`src/rtl/cch_ram.sv`:
```
module cch_ram #(
    parameter int WIDTH = 8,
    parameter int DEPTH = 16
) (
    input  logic                     clk,
    input  logic                     we,
    input  logic [$clog2(DEPTH)-1:0] waddr,
    input  logic [WIDTH-1:0]         wdata,
    input  logic [$clog2(DEPTH)-1:0] raddr,
    output logic [WIDTH-1:0]         rdata
);

    logic [WIDTH-1:0] mem [DEPTH];

    always_ff @(posedge clk)
    begin
        if (we)
        begin
            mem[waddr] <= wdata;
        end
        rdata <= mem[raddr];
    end

endmodule

```
`config.mk`:
```
export PLATFORM = sky130hd
export DESIGN_NAME = cch_ram
export DESIGN_NICKNAME = d
export VERILOG_FILES = /design/src/rtl/cch_ram.sv
export SDC_FILE = /design/constraint.sdc
export NUM_CORES = 1
export LEC_CHECK = 0
export BUFFER_PORTS_ARGS = -buffer_cell sky130_fd_sc_hd__buf_4
export CAP_MARGIN = 40
export CORE_ASPECT_RATIO = 0.75
export CORE_MARGIN = 1
export CORE_UTILIZATION = 35
export CTS_BUF_LIST = sky130_fd_sc_hd__clkbuf_8
export DETAILED_ROUTE_END_ITERATION = 10
export PLACE_DENSITY = 0.5
export SYNTH_ARGS = -nofsm -noshare
export SYNTH_HDL_FRONTEND = slang
export SYNTH_SLANG_ARGS = --single-unit
export TNS_END_PERCENT = 1
```
`constraint.sdc`:
```
create_clock -name clk -period 2.9 [get_ports clk]
set_input_delay 0.58 -clock clk [delete_from_list [all_inputs] [get_ports clk]]
set_output_delay 0.58 -clock clk [all_outputs]
set_load 0.01 [all_outputs]
```
==> impl_metrics.toml, run 1 <==
[clock_network]
cts_buffer_depth = 2
clock_sinks = 136
postCtsHoldBufs = 0
worstSkewPairLatency_ns = 0.43
root_buffer = "clkbuf_8"
htreeDepth = 4
cts_setup_buffers = 0
path_clk_slew_ns = 0.08
numCtsBuffers = 17
cts_tree = "done"
ctsResizeCount = 0

[cells_and_area]
antenna_cells = 0
layout.nets = 300
area_growth_pct = 17.99
drive_above_1_share_pct = 31.86
fin_util_pct = 43.30
fin_area_um2 = 6073
multi_input_area_um2 = 1057
fillCellCount = 1240
regArea_um2 = 4004

[grt]
top_usage_layer = "met2"
grt_max_degree = 33
antenna_found_initial = 0
grt_overflow_total = 0
grt_use_met2_pct = 21.81
grt_pass1_wl_mm = 15.47
first_global_vias = 2516
met1_usage_pct = 20.99
met3_usage_pct = 4.020
track_usage_pct = 14.89

[placement]
post-dp-hpwl_mm = 6.637
place_congestion = 0.6588
dp_slack_ns = 0.6586
io_buffers = 25
place_area_um2 = 5635

[sta]
finalSetupTns_ns = 0
setup_violations = 0
finalHoldViolations = 0
fin_crit_sh_pct = 59.81
period_minus_slack_ns = 1.735
clock_skew_ns = 0.01258
fmax_mhz = 576.5
worst_pin_slew_ns = 0.8520
setup_ws_ns = 1.165
drv_slew = 0
grt_setup_unrepaired = "no"
relSlewSlack_pct = 43.08

[yosys]
ys_top_cells_by_area = "edfxtp_1 (75%), mux4_2 (7.9%), mux4_1 (7.1%), dfxtp_1 (3.1%), a22oi_1 (2.3%)"
synthAdderAreaFrac_pct = 0
synth_top_area_cell = "edfxtp_1"
synth_top_cell_area_share_pct = 74.67
synth_top_family_by_area = "multiplexers"
muxShareOfSynthArea_pct = 15.02
syn_nets = 247
synth_compound_area_share_pct = 2.333
ys_seq_area_share_pct = 77.78
synth_area_per_cell_um2 = 22.48
syn_inst = 229
synthSimpleGateAreaFrac_pct = 3.184
synthXorXnorAreaFrac_pct = 0
syn_area_um2 = 5147
ys_ff_latch = 136
yosysWarnings = 0
yosysUniqueCellTypes = 19

[die]
core_area_um2 = 14030
floorplan.initialDensity_pct = 36.70
rows = 37
io_pins = 26
die_height_um = 107.0
die_w_um = 142.0
dieArea_um2 = 15200

[routing]
drc = 0
vias = 2384
ant_nets = 0
initialDrtViolationCount = 123
routedWlPerCell_um = 20.76
dr.pass1.iters = 4
totalWireLength_mm = 10.17
vias_per_cell = 4.865

[setup_path]
critPathMaxFanout = 22
cp-end-kind = "flip-flop"
path_class = "input port to flip-flop"
critPathRequiredTime_ns = 3.22
cp-start-kind = "input port"
crit_arrival_ns = 2.05

[power_and_ir_drop]
p_total_mw = 4.095
p_leak_nw = 2.040
vdd_drop_max_mv = 0.2575
powerDensity_nw_per_um2 = 674.2

[hold_path]
worstHoldPathType = "input port to flip-flop"

[outcome]
status = "completed"

[job]
maxCapViolations = 0
logic make-up (layout without fill, tap and decap cells):
logic type,count (synthesis),after routing
AND/OR/NAND/NOR,35,35
buffers and inverters,10,76
multiplexers,32,32
flip-flops,136,136
AO/OA/AOI/OAI,16,16
cells in the final DEF (no fill, tap or decap):
master / netlist / final
nor2_1: 13 / 13
nand3_1: 1 / 1
inv_1: 0 / 1
clkinv_2: 0 / 2
inv_6: 0 / 1
and2_1: 1 / 1
nand3b_1: 2 / 2
mux4_1: 14 / 14
edfxtp_1: 128 / 128
buf_4: 1 / 44
or3b_2: 1 / 1
nor3_1: 4 / 4
nand2b_1: 2 / 2
dfxtp_1: 8 / 8
clkinv_4: 0 / 7
nand2_1: 9 / 9
bufinv_16: 0 / 4
nor2b_1: 1 / 1
a22oi_1: 16 / 16
mux4_2: 18 / 18
clkbuf_8: 0 / 17
and2b_1: 1 / 1
through the flow:
| step | std cells | hold slack, ns |
|---|---|---|
| 2_1_floorplan | 229 | 0.6293 |
| 3_3_place_gp | 458 | 0.6636 |
| 3_5_place_dp | 458 | 0.6764 |
| 4_1_cts | 490 | 0.4341 |
| 5_1_grt | 490 | 0.4486 |
| 6_report | 490 | 0.4664 |
layer usage:
layer / share of wire (%) / up-vias / wire length (um)
met5: 0 / - / 0
met1: 49 / 1245 / 4995
li1: - / 1080 / -
met4: 0.71 / 0 / 72
met2: 45 / 49 / 4608
met3: 4.9 / 10 / 495
critical path, stage by stage:
cell and delay (ns):
buf_4 0.36, buf_4 0.25, mux4_1 0.56, a22oi_1 0.22, nand2_1 0.07
state kept, by name (all words and copies together) (netlist names):
name and cells:
mem 128, rdata 8
cell type report:
cell class                      count  share of cell area (%)
Clock buffer                       17                   3.852
Clock inverter                     15                   3.358
Multi-Input combinational cell     83                   17.41
Sequential cell                   136                   65.93
Tap cell                          195                   4.017
Timing Repair Buffer               44                   5.439
cells in the mapped netlist (all sizes together):
cell / n
nand2b: 2
dfxtp: 8
nor2b: 1
nand3: 1
a22oi: 16
buf: 7
edfxtp: 128
nor2: 13
and2b: 1
clkdlybuf4s25: 3
nor3: 4
nand2: 9
mux4: 32
and2: 1
nand3b: 2
or3b: 1
report_power, final:
part | internal, mW | switching, mW | total [mW]
Sequential | 2.19 | 0.0131 | 2.21
Clock | 0.942 | 0.729 | 1.67
Combinational | 0.0985 | 0.118 | 0.216
Total | 3.23 | 0.860 | 4.09
final timing paths:
path	depth (start not counted)	slack, ns	startpoint	to
max	5	1.17	raddr[0]	rdata[1]
min	1	0.47	wdata[6]	mem[14][6]
max reg2reg	3	1.51	mem[5][0]	rdata[0]
min reg2reg	3	0.68	mem[4][2]	rdata[2]
Note: power is estimated with default switching activity, not from simulation.
==> run 2: changes to the inputs <==
- clock period: 2.9 -> 1.8 ns (I/O delays scaled with it)
==> run 2 against run 1 <==
Non-clock buffer count increased by 4. First-iteration DRC count up 37%. Critical path depth decreased by 2. Routed wire length is 1.7% higher. Die area unchanged.
==> impl_metrics.toml, run 2 (same netlist as run 1, synthesis figures left out) <==
[clock_network]
htreeDepth = 4
root_buffer = "clkbuf_8"
worstSkewPairLatency_ns = 0.43
path_clk_slew_ns = 0.07
postCtsHoldBufs = 0
clock_sinks = 136
cts_buffer_depth = 2
cts_tree = "done"
numCtsBuffers = 17
ctsResizeCount = 0
cts_setup_buffers = 0

[sta]
worst_pin_slew_ns = 0.8161
setup_violations = 0
period_minus_slack_ns = 1.371
setup_ws_ns = 0.4288
fin_crit_sh_pct = 76.18
grt_setup_unrepaired = "no"
drv_slew = 0
fmax_mhz = 729.3
finalHoldViolations = 0
finalSetupTns_ns = 0
relSlewSlack_pct = 45.48
clock_skew_ns = 0.01103

[power_and_ir_drop]
p_leak_nw = 2.086
vdd_drop_max_mv = 0.5093
powerDensity_nw_per_um2 = 1085
p_total_mw = 6.688

[routing]
totalWireLength_mm = 10.35
drc = 0
initialDrtViolationCount = 168
dr.pass1.iters = 4
routedWlPerCell_um = 20.94
vias_per_cell = 4.911
ant_nets = 0
vias = 2426

[grt]
top_usage_layer = "met2"
antenna_found_initial = 0
grt_max_degree = 17
track_usage_pct = 15.49
met1_usage_pct = 21.97
first_global_vias = 2635
met3_usage_pct = 3.707
grt_pass1_wl_mm = 16.00
grt_use_met2_pct = 23.04
grt_overflow_total = 0

[setup_path]
cpMaxStageDelayCell = "mux4_2"
crit_arrival_ns = 1.67
cp-startpoint = "mem[11][7]"
crit_chain = "mux4_2, a22oi_1, nand2_1"
path_class = "flip-flop to flip-flop"
cp-start-kind = "flip-flop"
cp-end-kind = "flip-flop"
critPathMaxFanout = 1
path_buf_inv = 0
critPathMaxStageDelay_ns = 0.48
critPathRequiredTime_ns = 2.10
r2r-start = "mem[11][7]"
cp_top_family = "multiplexers"

[cells_and_area]
drive_above_1_share_pct = 32.78
layout.nets = 304
reg_top3 = "mem: 128 flops, rdata: 8 flops"
regMostFlops = "mem"
layout_commonest_cell = "edfxtp_1"
final_cell_mix = "edfxtp_1 (128), buf_4 (44), mux4_2 (18)"
largest_reg_flops = 128
area_growth_pct = 19.74
antenna_cells = 0

[die]
core_area_um2 = 14030
die_height_um = 107.0
die_w_um = 142.0
dieArea_um2 = 15200
rows = 37
floorplan.initialDensity_pct = 36.70
io_pins = 26

[hold_path]
hp-start = "wdata[5]"
worstHoldPathType = "input port to flip-flop"

[placement]
io_buffers = 25
post-dp-hpwl_mm = 6.772
place_congestion = 0.6845
dp_slack_ns = 0.08246

[job]
maxCapViolations = 0

[outcome]
status = "completed"
## run 2: changes by cell type in the layout (fill, tap and decap cells not counted)
cell	previous run	this run
clkinv_2	2	5
nor3_1	4	3
bufinv_16	4	5
buf_12	0	4
inv_6	1	0
clkinv_1	0	1
clkinv_4	7	3
nor3_2	0	1
## run 2: final cells by class
cell class,instances,area [um^2]
clock inverter,15,209.0
sequential,136,4004
timing repair buffer,48,410.4
clock buffer,17,234.0
tap,195,244.0
fill,1225,7864
multi-input combinational,83,1062
## run 2: per-stage QoR
step	instance area, um^2	hold slack, ns	instances	utilization, %
5_1_grt	6163	0.2309	494	43.94
6_report	6163	0.2391	494	43.94
3_5_place_dp	5720	0.6649	462	40.78
3_3_place_gp	5720	0.6604	462	40.78
4_1_cts	6163	0.2190	494	43.94
2_1_floorplan	5152	0.4589	229	-
## run 2: worst reg2reg max path, cell delays in order, from the launching register on
cell and delay [ns]:
edfxtp_1 0.38, mux4_2 0.48, a22oi_1 0.29, nand2_1 0.10
## run 2: power by group
group	leakage, nW	internal, mW	switching [mW]
Combinational	0.631	0.175	0.195
Clock	0.232	1.63	1.13
Sequential	1.22	3.54	0.0242
## run 2: path summary, 6_finish.rpt
kind	slack, ns	cells past startpoint	to
worst max-delay path	0.43	3	rdata[7]
worst min-delay path	0.24	1	mem[7][5]
worst max register to register	0.43	3	rdata[7]
worst min register to register	0.68	3	rdata[4]
## run 2: layer usage
metal,routed length (um),vias up,part of all wire [%]
met1,5027,1270,49
li1,-,1085,-
met4,58,0,0.56
met3,501,8,4.8
met5,0,-,0
met2,4758,63,46
