[src/rtl/cch_pkg.sv]
package cch_pkg;

    localparam int INDEX_BITS   = 10;
    localparam int PROBE_LIMIT  = 8;
    localparam int TABLE_SIZE   = 1 << INDEX_BITS;
    localparam int PROBE_CNT_W  = $clog2(PROBE_LIMIT + 1);
    localparam int PROBE_SUM_W  = INDEX_BITS + PROBE_CNT_W;

    localparam int CMD_W        = 2;
    localparam int ADDR_W       = 64;
    localparam int CH_W         = 3;
    localparam int EPOCH_W      = 32;
    localparam int CNT_W        = 64;
    localparam int STATUS_W     = 3;
    localparam int HALF_W       = 32;
    localparam int NUM_COUNTERS = 4;
    localparam int CIDX_W       = $clog2(NUM_COUNTERS);

    // Fibonacci hashing multiplier, 2^64 divided by the golden ratio.
    localparam logic [ADDR_W-1:0] FIB_MULT = 64'h9E37_79B9_7F4A_7C15;

    typedef enum logic [CMD_W-1:0] {
        CMD_CLAIM  = 2'd0,
        CMD_LOOKUP = 2'd1,
        CMD_COUNT  = 2'd2,
        CMD_NOP    = 2'd3
    } cmd_t;

    localparam logic [CH_W-1:0] CHAN_NONE        = 3'd0;
    localparam logic [CH_W-1:0] CHAN_TRACE       = 3'd1;
    localparam logic [CH_W-1:0] CHAN_ALLOC_WATER = 3'd2;
    localparam logic [CH_W-1:0] CHAN_COMPACT     = 3'd4;

    localparam logic [STATUS_W-1:0] STAT_INSERTED = 3'd0;
    localparam logic [STATUS_W-1:0] STAT_UPDATED  = 3'd1;
    localparam logic [STATUS_W-1:0] STAT_KEPT     = 3'd2;
    localparam logic [STATUS_W-1:0] STAT_DROPPED  = 3'd3;
    localparam logic [STATUS_W-1:0] STAT_IGNORED  = 3'd4;

    typedef struct packed {
        logic [ADDR_W-1:0]  addr;
        logic [CH_W-1:0]    chan;
        logic [EPOCH_W-1:0] epoch;
    } slot_t;

    localparam int SLOT_W = $bits(slot_t);

    typedef struct packed {
        logic                  done;
        logic [INDEX_BITS-1:0] home;
    } hash_rsp_t;

    // Channels trace through compact each own a claim counter.
    function automatic logic counted_channel(input logic [CH_W-1:0] ch);
        return (ch >= CHAN_TRACE) && (ch <= CHAN_COMPACT);
    endfunction

    function automatic logic [CIDX_W-1:0] counter_index(input logic [CH_W-1:0] ch);
        logic [CH_W-1:0] idx;
        idx = ch - CHAN_TRACE;
        return idx[CIDX_W-1:0];
    endfunction

endpackage

[src/rtl/cch_hash.sv]
module cch_hash (
    input  logic                       clk,
    input  logic                       rst_n,
    input  logic                       start,
    input  logic [cch_pkg::ADDR_W-1:0] addr,
    output cch_pkg::hash_rsp_t         rsp
);
    import cch_pkg::*;

    // Only the upper half of the 64-bit product matters for the home slot, so the
    // shared 32x32 multiplier forms the low product and the two cross products.
    typedef enum logic [1:0] {
        STEP_LO,
        STEP_CROSS_A,
        STEP_CROSS_B,
        STEP_SUM
    } step_t;

    step_t               step_reg;
    logic                busy_reg;
    logic [ADDR_W-1:0]   addr_reg;
    logic [2*HALF_W-1:0] prod_reg;
    logic [HALF_W-1:0]   acc_reg;

    logic [HALF_W-1:0]   op_a;
    logic [HALF_W-1:0]   op_b;
    logic [2*HALF_W-1:0] prod;
    logic [HALF_W-1:0]   acc_sum;

    always_comb
    begin
        case (step_reg)
            STEP_LO:
            begin
                op_a = addr_reg[HALF_W-1:0];
                op_b = FIB_MULT[HALF_W-1:0];
            end
            STEP_CROSS_A:
            begin
                op_a = addr_reg[HALF_W-1:0];
                op_b = FIB_MULT[2*HALF_W-1:HALF_W];
            end
            default:
            begin
                op_a = addr_reg[2*HALF_W-1:HALF_W];
                op_b = FIB_MULT[HALF_W-1:0];
            end
        endcase
    end

    assign prod    = {{HALF_W{1'b0}}, op_a} * {{HALF_W{1'b0}}, op_b};
    assign acc_sum = acc_reg + prod_reg[HALF_W-1:0];

    assign rsp.done = busy_reg && (step_reg == STEP_SUM);
    assign rsp.home = acc_sum[HALF_W-1 -: INDEX_BITS];

    always_ff @(posedge clk or negedge rst_n)
    begin
        if (!rst_n)
        begin
            busy_reg <= 1'b0;
            step_reg <= STEP_LO;
        end
        else if (start)
        begin
            busy_reg <= 1'b1;
            step_reg <= STEP_LO;
        end
        else if (busy_reg)
        begin
            case (step_reg)
                STEP_LO:      step_reg <= STEP_CROSS_A;
                STEP_CROSS_A: step_reg <= STEP_CROSS_B;
                STEP_CROSS_B: step_reg <= STEP_SUM;
                default:
                begin
                    step_reg <= STEP_LO;
                    busy_reg <= 1'b0;
                end
            endcase
        end
    end

    always_ff @(posedge clk)
    begin
        if (start)
        begin
            addr_reg <= addr;
        end
        prod_reg <= prod;
        if (step_reg == STEP_CROSS_A)
        begin
            acc_reg <= prod_reg[2*HALF_W-1:HALF_W];
        end
        else
        begin
            acc_reg <= acc_sum;
        end
    end

endmodule

[config.mk]
export PLATFORM = sky130hd
export DESIGN_NAME = cch_hash
export DESIGN_NICKNAME = d
export VERILOG_FILES = /design/src/rtl/cch_pkg.sv /design/src/rtl/cch_hash.sv
export SDC_FILE = /design/constraint.sdc
export NUM_CORES = 2
export LEC_CHECK = 0
export ABC_AREA = 1
export BUFFER_PORTS_ARGS = -buffer_cell sky130_fd_sc_hd__buf_2
export CORE_ASPECT_RATIO = 1.1
export CORE_MARGIN = 2
export CORE_UTILIZATION = 38
export DETAILED_ROUTE_END_ITERATION = 12
export GPL_TIMING_DRIVEN = 0
export HOLD_SLACK_MARGIN = 0.05
export PLACE_DENSITY_LB_ADDON = 0.15
export SLEW_MARGIN = 20
export SYNTH_ARGS = -nofsm -noshare
export SYNTH_HDL_FRONTEND = slang
export SYNTH_SLANG_ARGS = --single-unit
[constraint.sdc]
create_clock -name clk -period 18.7 [get_ports clk]
set_input_delay 0.935 -clock clk [delete_from_list [all_inputs] [get_ports clk]]
set_output_delay 0.935 -clock clk [all_outputs]
set_load 0.05 [all_outputs]
==> flow_summary.json <==
{
  "slowest_delay_ns": 0.60,
  "synth_cell_type_count": 44,
  "syn_inst": 4361,
  "cts_tree": "built",
  "coreArea_mm2": 0.09057,
  "rr_worst_depth": 32,
  "vias": 26718,
  "grt_pass1_wl_um": 175600,
  "viasPerCell": 4.698,
  "insertion_delay_ns": 0.49,
  "synth.avg_cell_area_um2": 7.926,
  "port_buffers": 77,
  "synth-edff-count": 64,
  "die_y_um": 320.3,
  "final_antenna_net_count": 0,
  "crit_start": "step_reg[1]$_DFFE_PN0P_",
  "holdWs_ns": 0.2183,
  "cp_slowest_cell": "nor2_1",
  "cts-root-buf": "clkbuf_16",
  "antenna_found_initial": 2,
  "avgRoutedWirePerCell_um": 20.43,
  "ys.flop_type": "dfxtp_1",
  "gp_congestion": 0.9827,
  "rsz0062_at_grt": "no",
  "yosysWarnings": 0,
  "ctsHoldBuffers": 0,
  "start_util_pct": 38.17,
  "yosysSeqAreaShare_pct": 11.34,
  "fp-row-count": 116,
  "fillers": 9628,
  "setup_violations": 0,
  "clkSinkCount": 163,
  "fin_skew_ns": 0.01934,
  "timing.rr.start": "step_reg[1]$_DFFE_PN0P_",
  "path_class": "reg2reg",
  "dp_hpwl_um": 105000,
  "status": "finished, final reports clean",
  "die_area_mm2": 0.09340,
  "instances_no_fill": 5687,
  "drt_first_pass_iters": 6,
  "min_period_over_period_pct": 50.90,
  "maxSlewViolCount": 0,
  "hp-class": "in2async",
  "synth_seq_cells": 163,
  "required_ns": 19.07,
  "fmax_mhz": 105.1,
  "crit_path_max_fanout": 10,
  "grt_overflow": 0,
  "cts_htree_levels": 4,
  "drv_cap": 0,
  "drc_errors": 0,
  "cts.repair.resized": 0,
  "groute.usage.overall_pct": 25.91,
  "relSlewSlack_pct": 21.96,
  "crit_path_end": "prod_reg[47]$_DFF_P_",
  "max_slew.worst_pin.slew_ns": 1.171,
  "post_cts_buffers": 0,
  "die_w_um": 291.6,
  "r2r-end": "prod_reg[47]$_DFF_P_",
  "drive_gt1_share_pct": 4.505,
  "place_inst": 5654,
  "synthesis.area_mm2": 0.03457,
  "syn2layout_area_growth_pct": 7.692,
  "drt-total-wl_um": 116200,
  "arrival_ns": 9.88,
  "end_kind": "register",
  "grt_max_degree": 50,
  "cp-start-kind": "register",
  "finalCriticalPeriod_ns": 9.519,
  "setup-tns-final_ns": 0,
  "cts_made_buffers": 17,
  "finalHoldViolCount": 0,
  "async_flop_share_pct": 1.840,
  "ctsLongestPathBuffers": 2,
  "nNetsFinal": 5606,
  "clk_pin_slew_ns": 0.09,
  "r2r_setup_slack_ns": 9.18,
  "grt_pass1_vias": 28183,
  "ioPinCount": 78,
  "drt_iter0_drc": 1678
}
## cells by family (layout without fill, tap and decap cells)
group	Yosys count	count (layout)	synth area share [%]
flops	163	163	11.34
xor+xnor	82	82	2.175
compound gates	214	214	3.710
buf+inv	1422	1535	15.63
other cells	2	35	0.02173
simple gates	1432	1432	16.66
fa+ha+maj	1046	1046	50.46
## how the worst min path moves through the flow
stage / start / endpoint / slack [ns] / depth (start not counted)
floorplan: prod_reg[32]$_DFF_P_ / acc_reg[0]$_DFF_P_ / 0.40 / 2
global placement: prod_reg[51]$_DFF_P_ / acc_reg[19]$_DFF_P_ / 0.41 / 2
detailed placement: prod_reg[57]$_DFF_P_ / acc_reg[25]$_DFF_P_ / 0.42 / 2
CTS: rst_n / step_reg[1]$_DFFE_PN0P_ / 0.20 / 1
global route: rst_n / busy_reg$_DFF_PN0_ / 0.20 / 1
finish: rst_n / step_reg[1]$_DFFE_PN0P_ / 0.22 / 1
## Yosys cell counts, types with 6 or more instances
cell,count,area [um^2]
or2_1,11,68.82
o21ai_1,6,30.03
edfxtp_1,64,1922
a21oi_1,80,400.4
or2_2,19,118.9
fa_1,580,11610
a21o_1,8,60.06
and2_1,11,68.82
ha_1,466,5831
xor2_1,63,551.8
buf_2,6,30.03
o21bai_1,27,202.7
o21ai_0,68,340.3
nor2_1,250,938.4
inv_1,1342,5037
xnor2_1,16,140.1
clkbuf_1,46,172.7
nor3_1,21,105.1
dfxtp_1,96,1922
nand2_1,978,3671
nand3_1,102,510.5
nand4_1,19,118.9
o21ai_2,13,113.9
inv_2,14,52.55
## worst max-delay path, delay by kind of cell, from the launching register on
| kind | cells | cell delay (ns) |
|---|---|---|
| DFF | 1 | 0.41 |
| adders and majority gates | 10 | 4.53 |
| AOI/OAI and AO/OA | 2 | 0.64 |
| and+or+nand+nor | 10 | 2.03 |
| buffers and inverters | 10 | 1.75 |
## cell usage in the layout, fill, tap and decap left out, types with 8 or more instances in the layout
cell type / instances
inv_1: 1342
nand2_1: 978
fa_1: 580
ha_1: 466
nor2_1: 250
nand3_1: 102
dfxtp_1: 96
buf_2: 82
a21oi_1: 80
edfxtp_1: 64
xor2_1: 63
o21ai_0: 60
clkbuf_1: 41
conb_1: 34
o21bai_1: 27
nor3_1: 21
or2_2: 19
nand4_1: 19
clkbuf_16: 17
xnor2_1: 16
inv_2: 14
o21ai_2: 14
o21ai_1: 13
or2_1: 11
and2_1: 11
buf_4: 9
a21o_1: 8
## cell type report
type                    count  area [um^2]  share of cell area, %
diodes                      1        2.502               0.006722
well taps                1180         1476                  3.966
repair buffers             81        437.9                  1.176
clock buffers              17        425.4                  1.143
clock inverters            15        186.4                 0.5008
flip-flops and latches    163         3919                  10.53
plain buffers              64        310.3                 0.8336
multi-input cells        2808        25370                  68.15
inverters                1358         5100                  13.70
## layer usage
metal	vias to the layer above	routed length [um]	global-route usage (%)
li1	12899	-	-
met2	651	56320	44.95
met4	2	5391	11.01
met1	13022	49820	33.20
met3	144	4636	2.051
met5	-	12	0
## stage by stage
| stage | utilization, % | setup slack [ns] | area [um^2] |
|---|---|---|---|
| 3_5_place_dp | 40.42 | 9.265 | 36610 |
| 6_report | 41.10 | 9.181 | 37230 |
| 3_3_place_gp | 40.36 | 9.036 | 36550 |
| 5_1_grt | 41.10 | 8.574 | 37220 |
| 4_1_cts | 41.10 | 9.220 | 37220 |
| 2_1_floorplan | - | 11.30 | 34690 |
Power is left out: the tool's default activity adds up to more than one toggle a clock period on the data nets, which glitch-free logic cannot reach.
